File: config.mk
export PLATFORM = sky130hd
export DESIGN_NAME = lagrange_shape_function_eval
export DESIGN_NICKNAME = d
export VERILOG_FILES = /design/src/design/lsf_pkg.sv /design/src/design/lsf_front.sv /design/src/design/lsf_queue.sv /design/src/design/lsf_back.sv /design/src/design/lagrange_shape_function_eval.sv
export VERILOG_INCLUDE_DIRS = /design/src /design/src/design
export SDC_FILE = /design/constraint.sdc
export NUM_CORES = 2
export LEC_CHECK = 0
export BUFFER_PORTS_ARGS = -buffer_cell sky130_fd_sc_hd__buf_2
export CORE_MARGIN = 2
export CORE_UTILIZATION = 30
export CTS_CLUSTER_DIAMETER = 120
export DETAILED_ROUTE_END_ITERATION = 7
export PLACE_DENSITY = 0.47
export SLEW_MARGIN = 20
export SYNTH_ARGS = -nofsm -noshare
export SYNTH_HDL_FRONTEND = slang
export SYNTH_HIERARCHICAL = 1
export SYNTH_SLANG_ARGS = --single-unit
File: constraint.sdc
create_clock -name clk -period 12.8 [get_ports clk]
set_input_delay 1.28 -clock clk [delete_from_list [all_inputs] [get_ports clk]]
set_output_delay 1.28 -clock clk [all_outputs]
set_load 0.005 [all_outputs]
File: src/design/assert_macros.svh
`ifndef ASSERT_MACROS_SVH
`define ASSERT_MACROS_SVH

// Property checked at every rising edge, off while reset is held.
`define ASSERT_CLKRST(lbl, clk, rst_n, prop, msg) \
  lbl: assert property (@(posedge clk) disable iff (!rst_n) prop) else $error(msg);

// Condition at one edge implies a property at the next edge.
`define ASSERT_NEXT(lbl, clk, rst_n, pre, post, msg) \
  lbl: assert property (@(posedge clk) disable iff (!rst_n) (pre) |=> (post)) else $error(msg);

`endif

File: src/design/lsf_pkg.sv
package lsf_pkg;

  localparam int FRAC_BITS = 14;

  localparam int XI_W   = 16;
  localparam int VAL_W  = 16;
  localparam int SLP_W  = 18;
  localparam int ORD_W  = 2;
  localparam int NODE_W = 2;

  // a = 3x+S, b = 3x-S, p = x+S, m = x-S
  localparam int OP_W = FRAC_BITS + 4;
  localparam int XX_W = 2 * XI_W;

  localparam int QDEPTH = 2;

  typedef enum logic [ORD_W-1:0] {
    ORD_CONST  = 2'd0,
    ORD_LINEAR = 2'd1,
    ORD_QUAD   = 2'd2,
    ORD_CUBIC  = 2'd3
  } lsf_order_t;

  typedef struct packed {
    lsf_order_t             order;
    logic signed [XI_W-1:0] x;
    logic signed [OP_W-1:0] a;
    logic signed [OP_W-1:0] b;
    logic signed [OP_W-1:0] p;
    logic signed [OP_W-1:0] m;
    logic signed [XX_W-1:0] xx;
  } lsf_item_t;

endpackage

File: src/design/lsf_front.sv
`include "assert_macros.svh"

module lsf_front (
  input  logic                                    clk,
  input  logic                                    rst_n,
  input  logic                                    in_valid,
  input  logic signed [lsf_pkg::XI_W-1:0]         in_xi,
  output logic                                    in_stall,
  input  logic                                    cfg_wr_en,
  input  logic        [lsf_pkg::ORD_W-1:0]        cfg_wr_data,
  input  logic                                    q_full,
  output logic                                    q_push,
  output lsf_pkg::lsf_item_t                      q_item
);

  localparam int XI_W = lsf_pkg::XI_W;
  localparam int OP_W = lsf_pkg::OP_W;
  localparam int XX_W = lsf_pkg::XX_W;
  localparam logic signed [XI_W-1:0] X_MAX = XI_W'(1 << lsf_pkg::FRAC_BITS);
  localparam logic signed [XI_W-1:0] X_MIN = -X_MAX;
  localparam logic signed [OP_W-1:0] S_OP  = OP_W'(1 << lsf_pkg::FRAC_BITS);

  lsf_pkg::lsf_order_t     order_r;
  logic                    fr_valid_r;
  lsf_pkg::lsf_item_t      fr_item_r;
  lsf_pkg::lsf_item_t      fr_item_nxt;
  logic signed [XI_W-1:0]  xc;
  logic signed [OP_W-1:0]  xe;
  logic                    load;

  assign in_stall = fr_valid_r && q_full;
  assign load     = in_valid && !in_stall;
  assign q_push   = fr_valid_r && !q_full;
  assign q_item   = fr_item_r;

  always_comb begin
    if (in_xi > X_MAX) begin
      xc = X_MAX;
    end else if (in_xi < X_MIN) begin
      xc = X_MIN;
    end else begin
      xc = in_xi;
    end
    xe = OP_W'(xc);
    fr_item_nxt.order = order_r;
    fr_item_nxt.x     = xc;
    fr_item_nxt.a     = xe + (xe <<< 1) + S_OP;
    fr_item_nxt.b     = xe + (xe <<< 1) - S_OP;
    fr_item_nxt.p     = xe + S_OP;
    fr_item_nxt.m     = xe - S_OP;
    fr_item_nxt.xx    = XX_W'(xc) * XX_W'(xc);
  end

  always_ff @(posedge clk) begin
    if (!rst_n) begin
      order_r    <= lsf_pkg::ORD_LINEAR;
      fr_valid_r <= 1'b0;
    end else begin
      if (cfg_wr_en) begin
        order_r <= lsf_pkg::lsf_order_t'(cfg_wr_data);
      end
      if (load) begin
        fr_valid_r <= 1'b1;
      end else if (q_push) begin
        fr_valid_r <= 1'b0;
      end
    end
  end

  always_ff @(posedge clk) begin
    if (load) begin
      fr_item_r <= fr_item_nxt;
    end
  end

  `ASSERT_NEXT(a_front_hold, clk, rst_n, fr_valid_r && q_full, $stable(fr_item_r), "front item changed while queue full")

endmodule

File: src/design/lsf_queue.sv
`include "assert_macros.svh"

module lsf_queue (
  input  logic               clk,
  input  logic               rst_n,
  input  logic               push,
  input  lsf_pkg::lsf_item_t push_item,
  output logic               full,
  input  logic               pop,
  output logic               head_valid,
  output lsf_pkg::lsf_item_t head_item
);

  localparam int DEPTH = lsf_pkg::QDEPTH;
  localparam int AW    = (DEPTH > 1) ? $clog2(DEPTH) : 1;
  localparam int CW    = $clog2(DEPTH + 1);

  lsf_pkg::lsf_item_t mem_r [DEPTH];
  logic [AW-1:0]      wr_ptr_r;
  logic [AW-1:0]      rd_ptr_r;
  logic [CW-1:0]      count_r;

  assign full       = (count_r == CW'(DEPTH));
  assign head_valid = (count_r != '0);
  assign head_item  = mem_r[rd_ptr_r];

  always_ff @(posedge clk) begin
    if (!rst_n) begin
      wr_ptr_r <= '0;
      rd_ptr_r <= '0;
      count_r  <= '0;
    end else begin
      if (push) begin
        wr_ptr_r <= (wr_ptr_r == AW'(DEPTH - 1)) ? '0 : wr_ptr_r + AW'(1);
      end
      if (pop) begin
        rd_ptr_r <= (rd_ptr_r == AW'(DEPTH - 1)) ? '0 : rd_ptr_r + AW'(1);
      end
      if (push && !pop) begin
        count_r <= count_r + CW'(1);
      end else if (pop && !push) begin
        count_r <= count_r - CW'(1);
      end
    end
  end

  always_ff @(posedge clk) begin
    if (push) begin
      mem_r[wr_ptr_r] <= push_item;
    end
  end

  `ASSERT_CLKRST(a_q_no_overflow, clk, rst_n, push |-> !full, "push into full queue")
  `ASSERT_CLKRST(a_q_no_underflow, clk, rst_n, pop |-> head_valid, "pop from empty queue")
  `ASSERT_CLKRST(a_q_count, clk, rst_n, count_r <= CW'(DEPTH), "queue count beyond depth")

endmodule

File: src/design/lsf_back.sv
`include "assert_macros.svh"

module lsf_back (
  input  logic                               clk,
  input  logic                               rst_n,
  input  logic                               head_valid,
  input  lsf_pkg::lsf_item_t                 head_item,
  output logic                               pop,
  output logic                               out_valid,
  input  logic                               out_stall,
  output logic        [lsf_pkg::NODE_W-1:0]  out_node_index,
  output logic signed [lsf_pkg::VAL_W-1:0]   out_basis_value,
  output logic signed [lsf_pkg::SLP_W-1:0]   out_basis_slope,
  output logic                               out_last
);

  localparam int F      = lsf_pkg::FRAC_BITS;
  localparam int OP_W   = lsf_pkg::OP_W;
  localparam int NODE_W = lsf_pkg::NODE_W;
  localparam int VAL_W  = lsf_pkg::VAL_W;
  localparam int SLP_W  = lsf_pkg::SLP_W;
  localparam int M1_W   = 2 * OP_W + 1;
  localparam int R1_W   = F + 6;
  localparam int M2_W   = R1_W + OP_W + 1;
  localparam int R2_W   = F + 8;
  localparam int SC_W   = R2_W + 4;
  localparam int SN_W   = 2 * F + 10;

  localparam logic signed [OP_W-1:0] S_OP    = OP_W'(1 << F);
  localparam logic signed [OP_W-1:0] HALF_OP = OP_W'(1 << (F - 1));
  localparam logic signed [M1_W-1:0] H1_LO   = M1_W'(1) <<< (F - 1);
  localparam logic signed [M1_W-1:0] H1_HI   = M1_W'(1) <<< F;
  localparam logic signed [M2_W-1:0] H2      = M2_W'(1) <<< (F - 1);
  localparam logic signed [SN_W-1:0] SN_HALF = SN_W'(1 << (F - 1));
  localparam logic signed [SN_W-1:0] SN_RND  = SN_W'(1) <<< (F + 3);
  localparam logic signed [SN_W-1:0] C0_1    = SN_W'(1 << (F - 4));
  localparam logic signed [SN_W-1:0] C0_27   = SN_W'(27 * (1 << (F - 4)));
  localparam logic signed [SC_W-1:0] VAL_RND = SC_W'(8);
  localparam logic signed [SC_W-1:0] VAL_HI  = SC_W'((1 << (VAL_W - 1)) - 1);
  localparam logic signed [SC_W-1:0] VAL_LO  = -VAL_HI - SC_W'(1);
  localparam logic signed [SN_W-1:0] SLP_HI  = SN_W'((1 << (SLP_W - 1)) - 1);
  localparam logic signed [SN_W-1:0] SLP_LO  = -SLP_HI - SN_W'(1);

  function automatic logic signed [VAL_W-1:0] sat_val(input logic signed [SC_W-1:0] t);
    logic signed [SC_W-1:0] c;
    if (t > VAL_HI) begin
      c = VAL_HI;
    end else if (t < VAL_LO) begin
      c = VAL_LO;
    end else begin
      c = t;
    end
    return VAL_W'(c);
  endfunction

  function automatic logic signed [SLP_W-1:0] sat_slp(input logic signed [SN_W-1:0] t);
    logic signed [SN_W-1:0] c;
    if (t > SLP_HI) begin
      c = SLP_HI;
    end else if (t < SLP_LO) begin
      c = SLP_LO;
    end else begin
      c = t;
    end
    return SLP_W'(c);
  endfunction

  // node sequencer
  logic [NODE_W-1:0] node_r;
  logic              en;
  logic              issue;
  logic              is_last;
  logic              cubic;

  // stage 1
  logic signed [OP_W-1:0]   u, v, w;
  logic                     wide;
  logic signed [SN_W-1:0]   sn;
  logic signed [SN_W-1:0]   xe, xxe, xx27, xx81, xs18;
  logic signed [2*OP_W-1:0] prod1;
  logic signed [M1_W-1:0]   mul1_nxt;

  logic                     s1_valid_r;
  logic signed [M1_W-1:0]   s1_mul_r;
  logic                     s1_wide_r;
  logic signed [OP_W-1:0]   s1_w_r;
  logic signed [SN_W-1:0]   s1_sn_r;
  logic                     s1_cubic_r;
  logic [NODE_W-1:0]        s1_node_r;
  logic                     s1_last_r;

  // stage 2
  logic signed [R1_W-1:0]      r1;
  logic signed [R1_W+OP_W-1:0] prod2;
  logic signed [M2_W-1:0]      mul2_nxt;
  logic signed [SN_W-1:0]      sr;
  logic signed [SN_W-1:0]      c0;
  logic signed [SLP_W-1:0]     slope_nxt;

  logic                     s2_valid_r;
  logic signed [M2_W-1:0]   s2_mul_r;
  logic signed [SLP_W-1:0]  s2_slope_r;
  logic                     s2_cubic_r;
  logic [NODE_W-1:0]        s2_node_r;
  logic                     s2_last_r;

  // stage 3
  logic signed [R2_W-1:0]   r2;
  logic signed [SC_W-1:0]   r2e;
  logic signed [SC_W-1:0]   t;
  logic signed [VAL_W-1:0]  val_nxt;

  logic                     out_valid_r;
  logic [NODE_W-1:0]        out_node_index_r;
  logic signed [VAL_W-1:0]  out_basis_value_r;
  logic signed [SLP_W-1:0]  out_basis_slope_r;
  logic                     out_last_r;

  assign en      = !out_valid_r || !out_stall;
  assign issue   = en && head_valid;
  assign is_last = (node_r == NODE_W'(head_item.order));
  assign pop     = issue && is_last;
  assign cubic   = (head_item.order == lsf_pkg::ORD_CUBIC);

  assign xe   = SN_W'(head_item.x);
  assign xxe  = SN_W'(head_item.xx);
  assign xx27 = (xxe <<< 5) - (xxe <<< 2) - xxe;
  assign xx81 = (xxe <<< 6) + (xxe <<< 4) + xxe;
  assign xs18 = ((xe <<< 4) + (xe <<< 1)) <<< F;

  always_comb begin
    u    = S_OP;
    v    = S_OP;
    w    = S_OP;
    wide = 1'b0;
    sn   = '0;
    case (head_item.order)
      lsf_pkg::ORD_CONST: begin
        sn = '0;
      end
      lsf_pkg::ORD_LINEAR: begin
        v = HALF_OP;
        if (node_r == NODE_W'(0)) begin
          u  = -head_item.m;
          sn = -SN_HALF;
        end else begin
          u  = head_item.p;
          sn = SN_HALF;
        end
      end
      lsf_pkg::ORD_QUAD: begin
        case (node_r)
          NODE_W'(0): begin
            u    = head_item.x;
            v    = head_item.m;
            wide = 1'b1;
            sn   = xe - SN_HALF;
          end
          NODE_W'(1): begin
            u  = -head_item.p;
            v  = head_item.m;
            sn = -(xe <<< 1);
          end
          default: begin
            u    = head_item.x;
            v    = head_item.p;
            wide = 1'b1;
            sn   = xe + SN_HALF;
          end
        endcase
      end
      lsf_pkg::ORD_CUBIC: begin
        case (node_r)
          NODE_W'(0): begin
            u  = head_item.a;
            v  = head_item.b;
            w  = head_item.m;
            sn = xs18 - xx27;
          end
          NODE_W'(1): begin
            u  = head_item.p;
            v  = head_item.b;
            w  = head_item.m;
            sn = xx81 - xs18;
          end
          NODE_W'(2): begin
            u  = head_item.p;
            v  = head_item.a;
            w  = head_item.m;
            sn = -xx81 - xs18;
          end
          default: begin
            u  = head_item.p;
            v  = head_item.a;
            w  = head_item.b;
            sn = xx27 + xs18;
          end
        endcase
      end
      default: begin
        sn = '0;
      end
    endcase
  end

  assign prod1    = u * v;
  assign mul1_nxt = M1_W'(prod1) + (wide ? H1_HI : H1_LO);

  assign r1       = s1_wide_r ? R1_W'(s1_mul_r >>> (F + 1)) : R1_W'(s1_mul_r >>> F);
  assign prod2    = r1 * s1_w_r;
  assign mul2_nxt = M2_W'(prod2) + H2;
  assign sr       = (s1_sn_r + SN_RND) >>> (F + 4);

  always_comb begin
    case (s1_node_r)
      NODE_W'(0): c0 = C0_1;
      NODE_W'(1): c0 = -C0_27;
      NODE_W'(2): c0 = C0_27;
      default:    c0 = -C0_1;
    endcase
    slope_nxt = s1_cubic_r ? sat_slp(sr + c0) : sat_slp(s1_sn_r);
  end

  assign r2  = R2_W'(s2_mul_r >>> F);
  assign r2e = SC_W'(r2);

  always_comb begin
    case (s2_node_r)
      NODE_W'(0): t = -r2e;
      NODE_W'(1): t = (r2e <<< 3) + r2e;
      NODE_W'(2): t = -((r2e <<< 3) + r2e);
      default:    t = r2e;
    endcase
    val_nxt = s2_cubic_r ? sat_val((t + VAL_RND) >>> 4) : sat_val(r2e);
  end

  always_ff @(posedge clk) begin
    if (!rst_n) begin
      node_r      <= '0;
      s1_valid_r  <= 1'b0;
      s2_valid_r  <= 1'b0;
      out_valid_r <= 1'b0;
    end else begin
      if (issue) begin
        node_r <= is_last ? '0 : node_r + NODE_W'(1);
      end
      if (en) begin
        s1_valid_r  <= issue;
        s2_valid_r  <= s1_valid_r;
        out_valid_r <= s2_valid_r;
      end
    end
  end

  always_ff @(posedge clk) begin
    if (en) begin
      s1_mul_r          <= mul1_nxt;
      s1_wide_r         <= wide;
      s1_w_r            <= w;
      s1_sn_r           <= sn;
      s1_cubic_r        <= cubic;
      s1_node_r         <= node_r;
      s1_last_r         <= is_last;
      s2_mul_r          <= mul2_nxt;
      s2_slope_r        <= slope_nxt;
      s2_cubic_r        <= s1_cubic_r;
      s2_node_r         <= s1_node_r;
      s2_last_r         <= s1_last_r;
      out_node_index_r  <= s2_node_r;
      out_basis_value_r <= val_nxt;
      out_basis_slope_r <= s2_slope_r;
      out_last_r        <= s2_last_r;
    end
  end

  assign out_valid       = out_valid_r;
  assign out_node_index  = out_node_index_r;
  assign out_basis_value = out_basis_value_r;
  assign out_basis_slope = out_basis_slope_r;
  assign out_last        = out_last_r;

  `ASSERT_CLKRST(a_node_in_range, clk, rst_n, (head_valid || node_r == '0) && (!head_valid || node_r <= NODE_W'(head_item.order)), "node counter outside element")

endmodule

File: src/design/lagrange_shape_function_eval.sv
// Channel  Dir  Handshake              Payload                               Transfer when
// in       in   in_valid / in_stall    in_xi                                 in_valid && !in_stall
// out      out  out_valid / out_stall  out_node_index, out_basis_value,      out_valid && !out_stall
//                                      out_basis_slope, out_last
// cfg      in   cfg_wr_en              cfg_wr_data (element order)           cfg_wr_en
//
// One xi gives element_order+1 results, one per cycle while out_stall does not hold the output; the
// node sequencer issues one node a cycle, unless stalled, into the three-stage multiply pipeline.
// The first result passes the front register, the queue and the stage 1, stage 2 and output registers.
// Reset (rst_n low at a rising edge) empties front, queue and pipeline; order returns to linear.
// out_stall, while a result waits at the output, freezes the whole back pipeline; the front register and
// two-entry queue keep taking input until both are full.
module lagrange_shape_function_eval (
  input  logic                               clk,
  input  logic                               rst_n,
  input  logic                               in_valid,
  output logic                               in_stall,
  input  logic signed [lsf_pkg::XI_W-1:0]    in_xi,
  output logic                               out_valid,
  input  logic                               out_stall,
  output logic        [lsf_pkg::NODE_W-1:0]  out_node_index,
  output logic signed [lsf_pkg::VAL_W-1:0]   out_basis_value,
  output logic signed [lsf_pkg::SLP_W-1:0]   out_basis_slope,
  output logic                               out_last,
  input  logic                               cfg_wr_en,
  input  logic        [lsf_pkg::ORD_W-1:0]   cfg_wr_data
);

  logic               q_push;
  lsf_pkg::lsf_item_t q_item;
  logic               q_full;
  logic               q_pop;
  logic               q_head_valid;
  lsf_pkg::lsf_item_t q_head_item;

  lsf_front u_front (
    .clk         (clk),
    .rst_n       (rst_n),
    .in_valid    (in_valid),
    .in_xi       (in_xi),
    .in_stall    (in_stall),
    .cfg_wr_en   (cfg_wr_en),
    .cfg_wr_data (cfg_wr_data),
    .q_full      (q_full),
    .q_push      (q_push),
    .q_item      (q_item)
  );

  lsf_queue u_queue (
    .clk        (clk),
    .rst_n      (rst_n),
    .push       (q_push),
    .push_item  (q_item),
    .full       (q_full),
    .pop        (q_pop),
    .head_valid (q_head_valid),
    .head_item  (q_head_item)
  );

  lsf_back u_back (
    .clk             (clk),
    .rst_n           (rst_n),
    .head_valid      (q_head_valid),
    .head_item       (q_head_item),
    .pop             (q_pop),
    .out_valid       (out_valid),
    .out_stall       (out_stall),
    .out_node_index  (out_node_index),
    .out_basis_value (out_basis_value),
    .out_basis_slope (out_basis_slope),
    .out_last        (out_last)
  );

endmodule

# Word-level counts from Yosys, hierarchy flattened

Memory sizes are Yosys's and may differ from the RTL's. A register that Yosys moved wholly into a read port is not among the register bits.
Index checks and enable logic that the tools add are counted.

Flip-flop bits (word level): 325
Bits in writable memories: 244
Input port bits: 23
Output and inout bits: 39
Word-level logic and storage cells: 154
Memories: 1

Memories:

| name          | words | bits a word | read ports | clocked after memory_dff | wr ports | line            | RTL |
|---|---|---|---|---|---|---|---|
| u_queue.mem_r | 2     | 122         | 1          | 1                        | 1        | lsf_queue.sv:18 | `lsf_pkg::lsf_item_t mem_r [DEPTH];` |

Add/sub/neg operators: 33
Multiply operators: 3
$lt $le $gt $ge: 10
Eq/ne operators: 11
Muxes and demuxes: 41
Reduce and logical (&&, ||, !) cells: 23

Operator list:

| kind                                                         | count |
|---|---|
| case mux 38 bit (3 select lines)                             | 2 |
| two-way mux 18 bit                                           | 11 |
| case mux 38 bit (4 select lines)                             | 1 |
| subtractor 38 bit                                            | 3 |
| two-way mux 16 bit                                           | 7 |
| case mux 18 bit (3 select lines)                             | 2 |
| case mux 26 bit (3 select lines)                             | 1 |
| > comparator 38 x 18 -> 1 bit, second input constant         | 2 |
| less-than comparator 38 x 18 -> 1 bit, second input constant | 2 |
| case mux 38 bit (2 select lines)                             | 1 |
| > comparator 22 x 16 -> 1 bit, second input constant         | 2 |
| less-than comparator 22 x 16 -> 1 bit, second input constant | 2 |
| adder 20 x 38 -> 38 bit                                      | 1 |
| adder 38 x 19 -> 38 bit, second input constant               | 1 |
| adder 38 x 32 -> 38 bit                                      | 1 |
| adder 38 x 36 -> 38 bit                                      | 1 |
| adder 38 bit                                                 | 1 |
| two-way mux 38 bit                                           | 1 |
| negator 17 -> 38 bit                                         | 1 |
| negator 38 bit                                               | 1 |
| subtractor 37 x 34 -> 38 bit                                 | 1 |
| subtractor 38 x 32 -> 38 bit                                 | 1 |
| adder 36 x 15 -> 36 bit, second input constant               | 1 |
| multiplier 20 x 18 -> 36 bit                                 | 1 |
| 35 further kinds                                             | 73 |

# Logic depth before layout (Yosys ltp)

Word-level depth: 8
Gate-level depth with buffers: 39
Gate-level depth less buffers: 36

# By module

The synthesis kept the hierarchy.

Modules (own cells, without submodules):

| module    | instances | cells each | area each (µm²) | sequential area each (µm²) |
|---|---|---|---|---|
| lsf_back  | 1         | 5582       | 47982.3         | 4994.8 |
| lsf_front | 1         | 1265       | 12469.5         | 2222.1 |
| lsf_queue | 1         | 402        | 9357.7          | 7427.1 |

# Worst setup path after synthesis

No wires, ideal clock.

Kind: register -> register
From: reg (tool-made name)
To: reg u_back.s1_mul_r[33], data pin
Library setup time: 0.266 ns
Arrival: 9.047 ns
Data required time: 12.534 ns
Slack: 3.487 ns
Cell stages (with the launch flop): 33
Path buffers: 3
Period minus slack after synthesis: 9.313 ns
Cells stage by stage: dfxtp_1 > buf_6 > buf_8 > buf_6 > mux2_4 > or4_1 > or4_1 > or2_2 > nand2b_1 > nor3_1 > xnor2_1 > o22ai_1 > a221o_1 > o21bai_1 > nor2b_1 > fa_1 > fa_1 > ha_1 > inv_1 > fa_1 > inv_1 > fa_1 > inv_1 > fa_1 > inv_1 > ha_1 > a2111oi_0 > nand3_1 > a31oi_1 > nor3b_1 > o31ai_1 > a21boi_0 > xor2_1

RTL lines:

| element                | line            | RTL |
|---|---|---|
| end signal: assignment | lsf_back.sv:257 | `s1_mul_r <= mul1_nxt;` |
| end: declaration       | lsf_back.sv:84  | `logic signed [M1_W-1:0] s1_mul_r;` |

==> qor.txt <==
Avg Inst Size Synth: 9.630 um^2
Most used DFF post-synth: edfxtp_1
most frequent CP cell: fa_1
hold crit path type: reg2reg
Worst path max stage delay: 720 ps
RSZ-0062 raised after global routing: no
status: finished clean
Post-Route Utilization: 32.48%
Max Clk Rate: 0.09342 GHz
synth top area cells: fa_1 28%, edfxtp_1 21%, ha_1 9.7%, inv_1 7.3%, nand2_1 3.7%
n_diodes: 0
Syn-to-layout area delta: 8.001%
async set-or-reset flop fraction in the synthesized netlist: 0%
Core Region: 0.2321 mm^2
Clock Latency Late Sink: 680 ps
Final period util: 83.63%
post-synthesis cell count: 7249
Initial Utilization: 30.08%
setup bufs post-CTS: 0
input/output buffers: 61
Post-DP HPWL: 158.4 mm
Num CTS Buffers: 66
CTS tree: yes
CP Class: reg2reg
FP Rows: 177
Reg clk slew, reported paths: 50 ps
Synth top area share: 27.87%
number of flops mapped to enable cells by yosys: 479
Nets: 8692
final hold vios: 0
crit start category: register
top cell types by occurrence after synthesis: 1350 x inv_1, 972 x fa_1, 680 x nand2_1
Pre-antenna DRT Iters: 6
Die Span Y: 486.4 um
Slew Limit Fails: 0
worst-path fanout max: 33
gpl congestion: 0.8702
Worst Path Required: 13220 ps
Slew @ Worst Pin: 1071 ps
post_cts resized: 0
Cell Area, Synth: 0.06981 mm^2
Synth Register Bits: 492
DRT antenna net count: 0
drt initial violations: 3068
total congestion overflow: 0
Sink Count: 492
CP max stage cell: dfxtp_4
post-synth top area cell: fa_1
Setup crit end kind: register
Routed WL: 197.3 mm
largest net degree at the start of global routing: 117
post-synthesis sequential area ratio: 20.98%
most numerous cell in the Yosys netlist: inv_1
DR vias/cell: 4.888
skew final: 37.40 ps
share of post-route cells with drive strength above 1: 6.757%
vias in the first global route: 52750
CP arrival: 11120 ps
# IOs: 62
Setup-failing EPs final: 0
total track usage: 16.77%
synth unique cells: 108
DIE WIDTH: 486.4 um
# hold bufs at CTS: 0
first-pass GRT wire length: 310.5 mm
htree depth: 3
Worst slew margin: 28.60%
DR vias: 50100
Longest Clk Path Bufs: 3
Residual DRC: 0
max-cap check violation count: 0
wire per inst: 19.25 um
Synthesis Warnings: 6
Final min period: 10700 ps
DIE AREA: 0.2366 mm^2
root buffer cell: clkbuf_16
Final TNS setup: 0 ps
antenna violations before repair: 6
## kinds of logic after synthesis
group,count (synthesis),share of synthesized area (%)
AND/OR/NAND/NOR,1902,12.88
buffers and inverters,1637,9.239
adder cells (fa/ha/maj),1515,37.61
AO/OA/AOI/OAI,1103,10.66
flip-flops,492,20.98
XOR/XNOR,384,4.837
multiplexers,215,3.794
other,1,0.005372
## per-layer routing
layer  wire (um)  global-route usage, %  vias to the layer above
met5           0                      0                        -
met4        3886                  3.641                        0
met3        8470                  1.920                      209
met2       94310                  28.41                     1026
met1       90680                  22.96                    25380
li1            -                      -                    23480
## critical path: cells and delay by family, from the launching register on
kind	cells	cell delay, ps
and+or+nand+nor	7	1940
muxes	1	390
adders and majority gates	7	3620
DFF	1	720
AOI/OAI and AO/OA	7	2380
xor gates and xnor gates	2	330
buffers and inverters	5	980
## through the flow
step / hold slack, ps / worst slack [ps] / cell area, um^2 / cells
after CTS: 415.7 / 2077 / 75380 / 10250
final: 420.2 / 2095 / 75390 / 10250
after detailed placement: 404.5 / 2076 / 73080 / 10130
after floorplan: 400.3 / 3487 / 69810 / 7250
after global placement: 407.5 / 2399 / 73060 / 10130
after global routing: 420.5 / 1435 / 75390 / 10250
## path summary, 6_finish.rpt
kind / from / to / slack [ps] / cells after the start
worst max-delay path: register / u_back/s1_mul_r[33] / 2100 / 29
worst min-delay path: u_back/s2_slope_r[13] / u_back/out_basis_slope[13] / 420 / 0
worst max register to register: register / u_back/s1_mul_r[33] / 2100 / 29
worst min register to register: u_back/s2_slope_r[13] / u_back/out_basis_slope[13] / 420 / 0
## state kept, by name, indices dropped and copies added (netlist names), 16 cells and up, named ones only
register                flops
u_queue/mem_r             244
u_front/q_item             72
u_back/s1_sn_r             38
u_back/s2_mul_r            22
u_back/s1_mul_r            21
u_back/out_basis_slope     18
u_back/s1_w_r              18
u_back/s2_slope_r          18
u_back/out_basis_value     16
## placed cells by master (no fill, tap or decap), types with 66 or more instances in the layout
| master | synthesis | layout |
|---|---|---|
| fa_1 | 972 | 972 |
| o21ai_0 | 194 | 191 |
| nor2_1 | 437 | 432 |
| xnor2_1 | 270 | 269 |
| mux2_4 | 80 | 80 |
| inv_1 | 1350 | 1350 |
| mux2i_1 | 67 | 67 |
| nor3_1 | 125 | 125 |
| clkbuf_16 | 0 | 66 |
| edfxtp_1 | 479 | 479 |
| xor2_1 | 113 | 113 |
| mux2_2 | 66 | 66 |
| ha_1 | 543 | 540 |
| nand2b_1 | 66 | 66 |
| nand3_1 | 95 | 95 |
| nand2_1 | 680 | 678 |
| a21oi_1 | 280 | 280 |
| and2_1 | 178 | 177 |
| a21o_1 | 86 | 86 |
## layout make-up
class | instances | area [um^2]
clock buffers | 71 | 1670
clock inverters | 50 | 634.4
fillers | 24070 | 156700
inverters | 1354 | 5082
multi-input cells | 5121 | 48800
flip-flops and latches | 492 | 14650
well taps | 3043 | 3807
repair buffers | 119 | 753.2
Power is left out: the tool's default activity adds up to more than one toggle a clock period on the data nets, which glitch-free logic cannot reach.
